$ cat src/rtl/http_byte_range_parser_macros.svh
// Assertion macros shared by the RTL of the byte range parser.
`ifndef HTTP_BYTE_RANGE_PARSER_MACROS_SVH
`define HTTP_BYTE_RANGE_PARSER_MACROS_SVH

`ifndef SYNTHESIS

// Same-cycle implication, checked outside reset
`define HBR_ASSERT_IMPLIES(name, clk, rst, ante, cons) \
  name: assert property (@(posedge clk) disable iff (rst) (ante) |-> (cons)) \
    else $error("hbr assertion failed");

// Next-cycle implication, checked outside reset
`define HBR_ASSERT_NEXT(name, clk, rst, ante, cons) \
  name: assert property (@(posedge clk) disable iff (rst) (ante) |=> (cons)) \
    else $error("hbr assertion failed");

`else

`define HBR_ASSERT_IMPLIES(name, clk, rst, ante, cons)

`define HBR_ASSERT_NEXT(name, clk, rst, ante, cons)

`endif

`endif

$ cat src/rtl/hbr_pkg.sv
package hbr_pkg;

  // Width of the number accumulators and of the result fields
  localparam int VALUE_BITS = 64;
  localparam int OUT_BITS   = 64;
  // Accumulator widened to hold value * 10 + 9 without wrap
  localparam int ACC_EXT_BITS = VALUE_BITS + 4;

  localparam logic [VALUE_BITS-1:0] VALUE_MAX = {VALUE_BITS{1'b1}};

  // Final status codes
  localparam logic [1:0] ST_OK       = 2'd0;
  localparam logic [1:0] ST_INVALID  = 2'd1;
  localparam logic [1:0] ST_OVERFLOW = 2'd2;

  // Token characters
  localparam logic [7:0] CH_SPACE = 8'h20;
  localparam logic [7:0] CH_TAB   = 8'h09;
  localparam logic [7:0] CH_EQ    = 8'h3d;
  localparam logic [7:0] CH_DASH  = 8'h2d;
  localparam logic [7:0] CH_COMMA = 8'h2c;
  localparam logic [7:0] CH_ZERO  = 8'h30;
  localparam logic [7:0] CH_NINE  = 8'h39;
  localparam logic [7:0] CH_CASE  = 8'h20;

  localparam logic [2:0] UNIT_LEN = 3'd5;

  // Lower-case letters of the unit name "bytes"
  function automatic logic [7:0] unit_char(input logic [2:0] pos);
    logic [7:0] ch;
    case (pos)
      3'd0:    ch = 8'h62;
      3'd1:    ch = 8'h79;
      3'd2:    ch = 8'h74;
      3'd3:    ch = 8'h65;
      3'd4:    ch = 8'h73;
      default: ch = 8'h00;
    endcase
    return ch;
  endfunction

endpackage

$ cat src/rtl/hbr_in_if.sv
interface hbr_in_if;
  logic       valid;
  logic       ready;
  logic [7:0] char_code;
  logic       last_char;

  modport source (output valid, output char_code, output last_char, input ready);
  modport sink (input valid, input char_code, input last_char, output ready);
endinterface

$ cat src/rtl/hbr_out_if.sv
interface hbr_out_if;
  logic        valid;
  logic        ready;
  logic        range_valid;
  logic [63:0] range_start;
  logic [63:0] range_end;
  logic        final_res;
  logic [1:0]  status;

  modport source (
    output valid, output range_valid, output range_start, output range_end,
    output final_res, output status, input ready
  );
  modport sink (
    input valid, input range_valid, input range_start, input range_end,
    input final_res, input status, output ready
  );
endinterface

$ cat src/rtl/http_byte_range_parser.sv
// Channel  | Dir | Payload                                            | Item
// ---------+-----+----------------------------------------------------+---------------------
// in_ch    | in  | char_code[7:0], last_char                          | one header byte
// out_ch   | out | range_valid, range_start[63:0], range_end[63:0],   | range done or last
//          |     | final_res, status[1:0]                             |
//
// One byte per cycle while out_ch is not stalled; a byte passes the byte stage, then the result register.
// The rate is set by the combinational digit step (acc * 10 + d, overflow test)
// between the input register and the result register.
// rst (synchronous) clears the byte stage, the result register and parse state.
// A stalled out_ch holds the result; in_ch keeps ready while the byte stage can
// drain into the result register in the same cycle.
`include "http_byte_range_parser_macros.svh"

module http_byte_range_parser (
  input  logic      clk,
  input  logic      rst,
  hbr_in_if.sink    in_ch,
  hbr_out_if.source out_ch
);
  import hbr_pkg::*;

  typedef enum logic [3:0] {
    PH_LEAD, PH_UNIT, PH_PRE_EQ, PH_SET_WS, PH_START,
    PH_START_TRAIL, PH_END, PH_TAIL, PH_ERR
  } phase_t;

  // Byte stage
  logic       s_vld;
  logic [7:0] s_char;
  logic       s_last;

  // Parse state
  phase_t                phase, phase_next;
  logic [2:0]            upos, upos_next;
  logic [VALUE_BITS-1:0] sacc, sacc_next;
  logic [VALUE_BITS-1:0] eacc, eacc_next;
  logic                  eseen, eseen_next;
  logic [1:0]            err, err_next;

  // Result register
  logic                o_vld;
  logic                o_range_valid;
  logic [OUT_BITS-1:0] o_start;
  logic [OUT_BITS-1:0] o_end;
  logic                o_final;
  logic [1:0]          o_status;

  // Step outputs
  logic                  got;
  logic [VALUE_BITS-1:0] got_start, got_end;
  logic [1:0]            status_now;
  logic                  produce;
  logic                  adv;

  // Character classes and digit step
  logic                    is_sp, is_dg;
  logic [3:0]              digit;
  logic [VALUE_BITS-1:0]   acc_sel;
  logic [ACC_EXT_BITS-1:0] acc_ext, acc_wide;
  logic [VALUE_BITS-1:0]   acc_new;
  logic                    acc_ovf;
  logic                    emit_req, emit_now, emit_ok;
  logic [VALUE_BITS-1:0]   end_val;

  assign is_sp = (s_char == CH_SPACE) || (s_char == CH_TAB);
  assign is_dg = s_char inside {[CH_ZERO:CH_NINE]};
  assign digit = s_char[3:0];

  // Pick the accumulator that this byte extends
  always_comb begin
    case (phase)
      PH_END:    acc_sel = eacc;
      PH_SET_WS: acc_sel = '0;
      default:   acc_sel = sacc;
    endcase
  end

  // acc * 10 + digit, exact overflow from the top bits
  assign acc_ext  = ACC_EXT_BITS'(acc_sel);
  assign acc_wide = (acc_ext << 3) + (acc_ext << 1) + ACC_EXT_BITS'(digit);
  assign acc_new  = acc_wide[VALUE_BITS-1:0];
  assign acc_ovf  = |acc_wide[ACC_EXT_BITS-1:VALUE_BITS];

  // Advance the byte stage when the result register can take its item
  assign adv          = s_vld && (!o_vld || out_ch.ready);
  assign in_ch.ready  = !s_vld || adv;

  // Next parse state for the byte in the stage
  always_comb begin
    phase_next = phase;
    upos_next  = upos;
    sacc_next  = sacc;
    eacc_next  = eacc;
    eseen_next = eseen;
    err_next   = err;
    emit_req   = 1'b0;
    got        = 1'b0;
    got_start  = '0;
    got_end    = '0;
    status_now = ST_OK;
    emit_now   = 1'b0;
    emit_ok    = 1'b0;
    end_val    = '0;

    case (phase)
      PH_LEAD, PH_UNIT: begin
        if (!(phase == PH_LEAD && is_sp)) begin
          if (upos < UNIT_LEN && (s_char | CH_CASE) == unit_char(upos)) begin
            upos_next  = upos + 3'd1;
            phase_next = (upos_next == UNIT_LEN) ? PH_PRE_EQ : PH_UNIT;
          end else begin
            if (err_next == ST_OK) err_next = ST_INVALID;
            phase_next = PH_ERR;
          end
        end
      end
      PH_PRE_EQ: begin
        if (!is_sp) begin
          if (s_char == CH_EQ) begin
            phase_next = PH_SET_WS;
          end else begin
            if (err_next == ST_OK) err_next = ST_INVALID;
            phase_next = PH_ERR;
          end
        end
      end
      PH_SET_WS: begin
        if (!is_sp) begin
          sacc_next  = '0;
          eacc_next  = '0;
          eseen_next = 1'b0;
          if (is_dg) begin
            if (acc_ovf) begin
              if (err_next == ST_OK) err_next = ST_OVERFLOW;
              phase_next = PH_ERR;
            end else begin
              sacc_next  = acc_new;
              phase_next = PH_START;
            end
          end else if (s_char == CH_DASH) begin
            phase_next = PH_END;
          end else begin
            if (err_next == ST_OK) err_next = ST_INVALID;
            phase_next = PH_ERR;
          end
        end
      end
      PH_START, PH_START_TRAIL: begin
        if (phase == PH_START && is_dg) begin
          if (acc_ovf) begin
            if (err_next == ST_OK) err_next = ST_OVERFLOW;
            phase_next = PH_ERR;
          end else begin
            sacc_next = acc_new;
          end
        end else if (is_sp) begin
          phase_next = PH_START_TRAIL;
        end else if (s_char == CH_DASH) begin
          phase_next = PH_END;
        end else begin
          if (err_next == ST_OK) err_next = ST_INVALID;
          phase_next = PH_ERR;
        end
      end
      PH_END: begin
        if (is_dg) begin
          eseen_next = 1'b1;
          if (acc_ovf) begin
            if (err_next == ST_OK) err_next = ST_OVERFLOW;
            phase_next = PH_ERR;
          end else begin
            eacc_next = acc_new;
          end
        end else if (is_sp) begin
          if (eseen) begin
            emit_req   = 1'b1;
            phase_next = PH_TAIL;
          end
        end else if (s_char == CH_COMMA) begin
          emit_req   = 1'b1;
          phase_next = PH_SET_WS;
        end else begin
          if (err_next == ST_OK) err_next = ST_INVALID;
          phase_next = PH_ERR;
        end
      end
      PH_TAIL: begin
        if (!is_sp) begin
          if (s_char == CH_COMMA) begin
            phase_next = PH_SET_WS;
          end else begin
            if (err_next == ST_OK) err_next = ST_INVALID;
            phase_next = PH_ERR;
          end
        end
      end
      default: phase_next = PH_ERR;
    endcase

    // Close a set: after a separator, or at the last byte inside an end number
    emit_now = emit_req || (s_last && phase_next == PH_END);
    end_val  = eseen_next ? eacc_next : VALUE_MAX;
    emit_ok  = sacc_next <= end_val;
    if (emit_now) begin
      if (emit_ok) begin
        got        = 1'b1;
        got_start  = sacc_next;
        got_end    = end_val;
        sacc_next  = '0;
        eacc_next  = '0;
        eseen_next = 1'b0;
      end else begin
        if (err_next == ST_OK) err_next = ST_INVALID;
        phase_next = PH_ERR;
      end
    end

    // Finish the run on the last byte and return to the idle state
    if (s_last) begin
      if (!(phase_next == PH_SET_WS || phase_next == PH_TAIL ||
            phase_next == PH_ERR || phase_next == PH_END)) begin
        if (err_next == ST_OK) err_next = ST_INVALID;
      end
      status_now = err_next;
      phase_next = PH_LEAD;
      upos_next  = '0;
      sacc_next  = '0;
      eacc_next  = '0;
      eseen_next = 1'b0;
      err_next   = ST_OK;
    end
  end

  assign produce = got || s_last;

  // Byte stage
  always_ff @(posedge clk) begin
    if (rst) begin
      s_vld <= 1'b0;
    end else if (in_ch.valid && in_ch.ready) begin
      s_vld <= 1'b1;
    end else if (adv) begin
      s_vld <= 1'b0;
    end
    if (in_ch.valid && in_ch.ready) begin
      s_char <= in_ch.char_code;
      s_last <= in_ch.last_char;
    end
  end

  // Parse state
  always_ff @(posedge clk) begin
    if (rst) begin
      phase <= PH_LEAD;
      upos  <= '0;
      sacc  <= '0;
      eacc  <= '0;
      eseen <= 1'b0;
      err   <= ST_OK;
    end else if (adv) begin
      phase <= phase_next;
      upos  <= upos_next;
      sacc  <= sacc_next;
      eacc  <= eacc_next;
      eseen <= eseen_next;
      err   <= err_next;
    end
  end

  // Result register
  always_ff @(posedge clk) begin
    if (rst) begin
      o_vld <= 1'b0;
    end else if (adv) begin
      o_vld <= produce;
    end else if (out_ch.ready) begin
      o_vld <= 1'b0;
    end
    if (adv) begin
      o_range_valid <= got;
      o_start       <= OUT_BITS'(got_start);
      o_end         <= OUT_BITS'(got_end);
      o_final       <= s_last;
      o_status      <= status_now;
    end
  end

  assign out_ch.valid       = o_vld;
  assign out_ch.range_valid = o_range_valid;
  assign out_ch.range_start = o_start;
  assign out_ch.range_end   = o_end;
  assign out_ch.final_res   = o_final;
  assign out_ch.status      = o_status;

  `HBR_ASSERT_IMPLIES(a_status_only_final, clk, rst, o_vld && !o_final, o_status == ST_OK)
  `HBR_ASSERT_IMPLIES(a_range_ordered, clk, rst, o_vld && o_range_valid, o_start <= o_end)
  `HBR_ASSERT_IMPLIES(a_no_range_zero, clk, rst, o_vld && !o_range_valid, o_start == '0 && o_end == '0)
  `HBR_ASSERT_NEXT(a_last_resets, clk, rst, adv && s_last, phase == PH_LEAD && err == ST_OK && upos == '0)
  `HBR_ASSERT_IMPLIES(a_err_has_code, clk, rst, phase == PH_ERR, err != ST_OK)

endmodule
$ cat src/flat_wrapper.sv
// flat-port wrapper written by rule: the top's interface ports become plain ports
module http_byte_range_parser_flat import hbr_pkg::*;
  (clk, rst, in_ch_valid, in_ch_char_code, in_ch_last_char, in_ch_ready, out_ch_valid, out_ch_range_valid, out_ch_range_start, out_ch_range_end, out_ch_final_res, out_ch_status, out_ch_ready);
  hbr_in_if in_ch_i ();
  hbr_out_if out_ch_i ();
  input  logic clk;
  input  logic rst;
  input wire logic [$bits(in_ch_i.valid)-1:0] in_ch_valid;
  input wire logic [$bits(in_ch_i.char_code)-1:0] in_ch_char_code;
  input wire logic [$bits(in_ch_i.last_char)-1:0] in_ch_last_char;
  output wire logic [$bits(in_ch_i.ready)-1:0] in_ch_ready;
  output wire logic [$bits(out_ch_i.valid)-1:0] out_ch_valid;
  output wire logic [$bits(out_ch_i.range_valid)-1:0] out_ch_range_valid;
  output wire logic [$bits(out_ch_i.range_start)-1:0] out_ch_range_start;
  output wire logic [$bits(out_ch_i.range_end)-1:0] out_ch_range_end;
  output wire logic [$bits(out_ch_i.final_res)-1:0] out_ch_final_res;
  output wire logic [$bits(out_ch_i.status)-1:0] out_ch_status;
  input wire logic [$bits(out_ch_i.ready)-1:0] out_ch_ready;
  assign in_ch_i.valid = in_ch_valid;
  assign in_ch_i.char_code = in_ch_char_code;
  assign in_ch_i.last_char = in_ch_last_char;
  assign in_ch_ready = in_ch_i.ready;
  assign out_ch_valid = out_ch_i.valid;
  assign out_ch_range_valid = out_ch_i.range_valid;
  assign out_ch_range_start = out_ch_i.range_start;
  assign out_ch_range_end = out_ch_i.range_end;
  assign out_ch_final_res = out_ch_i.final_res;
  assign out_ch_status = out_ch_i.status;
  assign out_ch_i.ready = out_ch_ready;
  http_byte_range_parser u_core (.clk(clk), .rst(rst), .in_ch(in_ch_i), .out_ch(out_ch_i));
endmodule
$ cat config.mk
export PLATFORM = sky130hd
export DESIGN_NAME = http_byte_range_parser_flat
export DESIGN_NICKNAME = d
export VERILOG_FILES = /design/src/rtl/hbr_pkg.sv /design/src/rtl/hbr_in_if.sv /design/src/rtl/hbr_out_if.sv /design/src/rtl/http_byte_range_parser.sv /design/src/flat_wrapper.sv
export VERILOG_INCLUDE_DIRS = /design/src /design/src/rtl
export SDC_FILE = /design/constraint.sdc
export NUM_CORES = 1
export LEC_CHECK = 0
export BUFFER_PORTS_ARGS = -buffer_cell sky130_fd_sc_hd__buf_2
export CAP_MARGIN = 15
export CORE_UTILIZATION = 62
export DETAILED_ROUTE_END_ITERATION = 8
export HOLD_SLACK_MARGIN = 0.06
export PLACE_DENSITY = 0.85
export SLEW_MARGIN = 5
export SYNTH_ARGS = -nofsm -noshare
export SYNTH_HDL_FRONTEND = slang
export SYNTH_SLANG_ARGS = --single-unit
$ cat constraint.sdc
create_clock -name clk -period 9.25 [get_ports clk]
set_input_delay 1.85 -clock clk [delete_from_list [all_inputs] [get_ports clk]]
set_output_delay 1.85 -clock clk [all_outputs]
set_load 0.05 [all_outputs]
Word level (Yosys, flattened, before mapping)
Index checks and enable logic that the tools add are counted.
{ "op_classes": {"addsub": 3, "n_mul": 0, "div": 0, "magnitude_cmp": 4, "n_eq_ne": 24, "shifts": 0, "mux": 85, "bitwise_logic": 0, "n_reduce_logical": 31} }
{ "ops": {"columns": ["op", "n"], "rows": [
  ["64-bit two-way mux", 15],
  ["64-bit one-hot mux with 2 select lines", 3],
  ["4-bit two-way mux", 19],
  ["67-bit by 65-bit adder with 68-bit output", 1],
  ["68-bit by 4-bit adder with 68-bit output", 1],
  ["64-bit <= comparator", 1],
  ["2-bit two-way mux", 22],
  ["7-bit one-hot mux with 5 select lines", 1],
  ["8-bit by 6-bit == test with 1-bit output, second input constant", 4],
  ["4-bit by 3-bit == test with 1-bit output, second input constant", 7],
  ["4-bit one-hot mux with 6 select lines", 1],
  ["1-bit two-way mux", 16],
  ["8-bit two-way mux", 2],
  ["4-bit by 2-bit == test with 1-bit output, second input constant", 3],
  ["3-bit two-way mux", 4],
  ["2-bit one-hot mux with 6 select lines", 1],
  ["8-bit by 4-bit == test with 1-bit output, second input constant", 1],
  ["8-bit == test", 1],
  ["8-bit by 6-bit greater-or-equal comparator with 1-bit output, second input constant", 1],
  ["8-bit by 6-bit <= comparator with 1-bit output, second input constant", 1],
  ["1-bit logical OR", 8],
  ["2-bit nonzero test", 4],
  ["1-bit logical AND", 7],
  ["3-bit by 2-bit == test with 1-bit output, second input constant", 2],
  ["16 further kinds", 21]
]} }
{ "word_totals": {"reg_bits": 281, "latchBits": 0, "ramBits": 0, "rom_bits": 0, "in_bits": 13, "output_inout_bits": 134, "wordCells": 162, "memories": 0} }

Longest topological paths before layout
{ "logic_depth": {"depth_word": 19, "depth_mapped": 39, "mapped_depth_nobuf": 33} }

Worst setup path after synthesis
Ideal clock, no wire load.
{ "synth_path": {"path_kind": "flip-flop to flip-flop", "start": "reg u_core.phase[3]", "end": "reg u_core.sacc[55]", "setup_time_ps": 117, "t_arrival_ps": 7471, "required_ps": 9133, "setup_slack_ps": 1663, "path_stages_with_launch": 38, "n_path_buf": 8, "period_less_slack_ps": 7587, "path_cell_list": "dfxtp_1 -> inv_1 -> nand2_1 -> nor2_1 -> clkbuf_1 -> buf_1 -> a22o_1 -> ha_1 -> ha_1 -> buf_2 -> nand3_1 -> nor2_1 -> nand3_1 -> nor4b_1 -> inv_1 -> o211ai_1 -> xnor2_1 -> nand4_2 -> [... 2 more ...] -> buf_2 -> a22o_1 -> ha_1 -> a21o_1 -> a21o_1 -> a21o_1 -> a21oi_1 -> o21a_1 -> nand3_1 -> o21ai_1 -> nand2_1 -> and2_1 -> buf_4 -> a21o_1 -> buf_6 -> nor2b_4 -> buf_6 -> a22o_1"} }
{ "synth_between": {"elab_chain_len": 14, "elab_cells_between_ends": 47, "cone_classes": "add/sub: 2; order compare: 1; eq/ne: 8; mux: 28; reduce/logical: 8"} }
{ "synth_rtl": {"columns": ["item", "line_no", "source"], "rows": [
  ["start, declared", "http_byte_range_parser.sv:34", "phase_t phase, phase_next;"],
  ["start signal, assigned", "http_byte_range_parser.sv:262", "phase <= phase_next;"],
  ["branches (longest 12 deep; another with 67-bit by 65-bit adder with 68-bit output)", null, null],
  ["64-bit two-way mux *", "http_byte_range_parser.sv:205", "if (emit_now) begin"],
  ["64-bit two-way mux *", "http_byte_range_parser.sv:220", "if (s_last) begin"],
  ["end signal, assigned", "http_byte_range_parser.sv:264", "sacc <= sacc_next;"],
  ["end, declared", "http_byte_range_parser.sv:36", "logic [VALUE_BITS-1:0] sacc, sacc_next;"]
]} }
Mark *: on every way between the ends.
A chain may end at the register's enable or synchronous reset.

Final worst setup path
{ "layout_path": {"start": "reg u_core.phase[2]", "end": "reg u_core.o_status[0], in the netlist u_core.out_ch.status[0], data pin"} }
{ "layout_between": {"elab_chain_len": 18, "elab_cells_between_ends": 67, "cone_classes": "add/sub: 2; order compare: 1; eq/ne: 12; mux: 39; reduce/logical: 13"} }
{ "layout_rtl": {"columns": ["item", "line_no", "source"], "rows": [
  ["branches (longest 17 deep; another with 67-bit by 65-bit adder with 68-bit output)", null, null],
  ["2-bit two-way mux *", "http_byte_range_parser.sv:221", "if (!(phase_next == PH_SET_WS || phase_next == PH_TAIL ||"],
  ["end signal, assigned", "http_byte_range_parser.sv:285", "o_status <= status_now;"],
  ["end, declared", "http_byte_range_parser.sv:47", "logic [1:0] o_status;"]
]} }
Marks and branches as above.

==> results.yml <==
final_layout:
  finalNetCount: 2403
  postLayoutCellArea_um2: 21700
  drive_gt1_share_pct: 17.1
  utilization_pct: 71.3
  diodes: 0
  area_delta_synth_final_pct: 13.1
clock_tree:
  cts_tree: "yes"
  clk_pin_slew_worst_paths_ns: 0.07
  clkLatencyLatePin_ns: 0.56
  cts_sinks: 281
  cts_root_buffer: "clkbuf_16"
  postCtsHoldBufs: 0
  post_cts_buffers: 0
  cts_max_path_buffers: 3
  numCtsBuffers: 29
  h-tree-depth: 1
logic_synthesis:
  synth_common_cells: "nor2_1, ha_1, a22o_1"
  synth.avg_cell_area_um2: 9.36
  syn_area_um2: 19200
  synthFlopType: "edfxtp_1"
  async_reset_ff_share_pct: 0
  synth_edf_count: 141
  postSynthCellCount: 2055
  synth_area_leaders: "edfxtp_1, dfxtp_1, ha_1"
  synth_most_common_cell: "nor2_1"
  synth_top_area_share_pct: 22.0
  synth-seq-cells: 281
  ys_warn_count: 0
  syn_nets: 2266
  yosysTopAreaCell: "edfxtp_1"
  yosysSeqAreaShare_pct: 36.6
  synth_cell_types: 89
drt:
  vias: 18100
  routedWlPerCell_um: 23.8
  dr.pass1.iters: 7
  drc_errors: 0
  routed_wl_um: 62200
  drtAntennaViolNets: 0
  via_per_inst: 6.93
  first_iter_violations: 2574
worst_setup_path:
  worst-path-max-fanout: 43
  rrSetupSlack_ns: 0.31
  startpoint: "u_core.phase[2]$_SDFFE_PP0P_"
  critical_path.most_common_cell: "buf_4"
  critPathBufInv: 6
  end_kind: "flip-flop"
  startpoint_type: "flip-flop"
  r2r-end: "u_core.out_ch.status[0]$_SDFFCE_PN0P_"
  cpPeakStageDelay_ns: 0.64
  required_ns: 9.55
  rr_startpoint: "u_core.phase[2]$_SDFFE_PP0P_"
  path_delay_family: "compound AO/OA/AOI/OAI gates"
  crit_type: "flip-flop to flip-flop"
  worstSetupEndpoint: "u_core.out_ch.status[0]$_SDFFCE_PN0P_"
  path_depth: 34
  ff2ff_path_depth: 34
  crit_arrival_ns: 9.24
  crit_slowest_cell: "dfxtp_1"
grt:
  grt_max_degree: 82
  grt_pass1_wl_um: 94500
  grt_pass1_vias: 17100
  groute.usage.overall_pct: 38.3
  overflow: 0
  antenna_found_initial: 2
hold_path:
  hold_class: "flip-flop to flip-flop"
power:
  peakVddDrop_v: 0.000148
  p_leak_nw: 10.1
  power_density_nw_per_um2: 124
placement:
  placed_cell_area_um2: 20700
  dp_hpwl_um: 44600
  io_buffers: 146
  routabilityCongestion: 0.987
  place_ws_ns: 0.332
sta:
  finalHoldWorstSlack_ns: 0.494
  hold_violations: 0
  fin_ws_ns: 0.308
  period_needed_ns: 8.94
  relSlewSlack_pct: 30.4
  finalCritPeriodShare_pct: 96.7
  rsz0062_at_grt: "no"
  max_freq_mhz: 112
  finalSetupTns_ns: 0
  tightest_slew_ns: 1.04
  clock-skew-final_ns: 0.0156
  slew_violations: 0
  setup_viol: 0
die:
  die_area_um2: 31700
  initial_utilization_pct: 63.0
  placeableCoreArea_um2: 30500
  die_w_um: 178
  num_rows: 64
  dieHeight_um: 178
  ios: 147
job:
  max_cap_violations: 0
run_status:
  status: "complete, no violations"
-- where the power goes --
group,switching [mW],internal (mW)
Sequential,0.00696,1.32
Combinational,0.0861,0.0197
Clock,0.533,0.730
-- logic make-up after synthesis --
group | after synthesis | synth area share [%]
AOI/OAI and AO/OA | 681 | 26.2
buffers and inverters | 191 | 4.68
and+or+nand+nor | 633 | 16.3
xor gates and xnor gates | 61 | 2.78
adders and majority gates | 198 | 13.0
DFF | 281 | 36.6
muxes | 10 | 0.527
-- routing by layer --
layer	track usage, %	wire, um	vias to the layer above
li1	-	-	8080
met2	58.1	26700	1305
met3	8.35	7970	213
met1	52.1	25000	8488
met4	16.7	2510	2
met5	0.481	13	-
-- sequential cells by signal, summed over array words and instances, names as in the netlist --
signal                     count
u_core.eacc                   64
u_core.eseen                   1
u_core.err                     2
u_core.out_ch.range_start     64
u_core.sacc                   64
u_core.s_vld                   1
u_core.out_ch.range_valid      1
u_core.out_ch.status           2
u_core.s_last                  1
u_core.s_char                  8
u_core.out_ch.valid            1
u_core.out_ch.final_res        1
u_core.out_ch.range_end       64
u_core.upos                    3
u_core.phase                   4
-- cells in the final DEF, fill, tap and decap left out, types with 32 or more instances in the layout --
master     instances
nor2_1           207
ha_1             196
a22o_1           173
buf_2            146
edfxtp_1         141
dfxtp_1          140
nand2_1          127
a21oi_1          122
buf_4             95
and3_1            84
o21ai_0           82
a22oi_1           72
inv_1             41
nand3_1           38
a21o_1            38
xnor2_1           36
clkbuf_16         34
nor2b_1           32
nand4_1           32
-- final cells by class --
class,count,area [um^2]
multi-input cells,1584,11400
fillers,2288,8760
flip-flops and latches,281,7040
repair buffers,252,1660
clock buffers,39,880
well taps,396,495
inverters,44,170
clock inverters,14,149
-- through the flow --
step / cells / power, mW
floorplan: 2055 / 1.42
global placement: 2556 / 1.45
detailed placement: 2556 / 1.45
CTS: 2609 / 2.69
global route: 2610 / 2.75
finish: 2610 / 2.69
-- timing repair --
action / 4_1_cts / 5_1_grt
gates resized for setup: 0 / 5
endpoints found under the setup margin: 0 / 238
hold endpoints to repair: 0 / 0
-- worst reg2reg max path, delay by kind of cell (launching register included) --
family,cells,cell delay [ns]
AND/OR/NAND/NOR,11,2.24
AO/OA/AOI/OAI,13,3.12
flip-flops,1,0.64
adder cells (fa/ha/maj),3,1.05
XOR/XNOR,1,0.21
buffers and inverters,6,1.45
-- worst min path at each step --
stage	from	end	slack (ns)	cells past startpoint
2_1_floorplan	u_core.eacc[39]$_SDFFE_PP0P_	u_core.eacc[39]$_SDFFE_PP0P_	0.45	2
3_3_place_gp	u_core.eacc[48]$_SDFFE_PP0P_	u_core.eacc[48]$_SDFFE_PP0P_	0.45	2
3_5_place_dp	u_core.eacc[48]$_SDFFE_PP0P_	u_core.eacc[48]$_SDFFE_PP0P_	0.47	2
4_1_cts	u_core.eacc[48]$_SDFFE_PP0P_	u_core.eacc[48]$_SDFFE_PP0P_	0.48	2
5_1_grt	u_core.eacc[48]$_SDFFE_PP0P_	u_core.eacc[48]$_SDFFE_PP0P_	0.50	2
6_report	u_core.eacc[48]$_SDFFE_PP0P_	u_core.eacc[48]$_SDFFE_PP0P_	0.49	2
No activity file was read; power rests on OpenSTA's default activity.
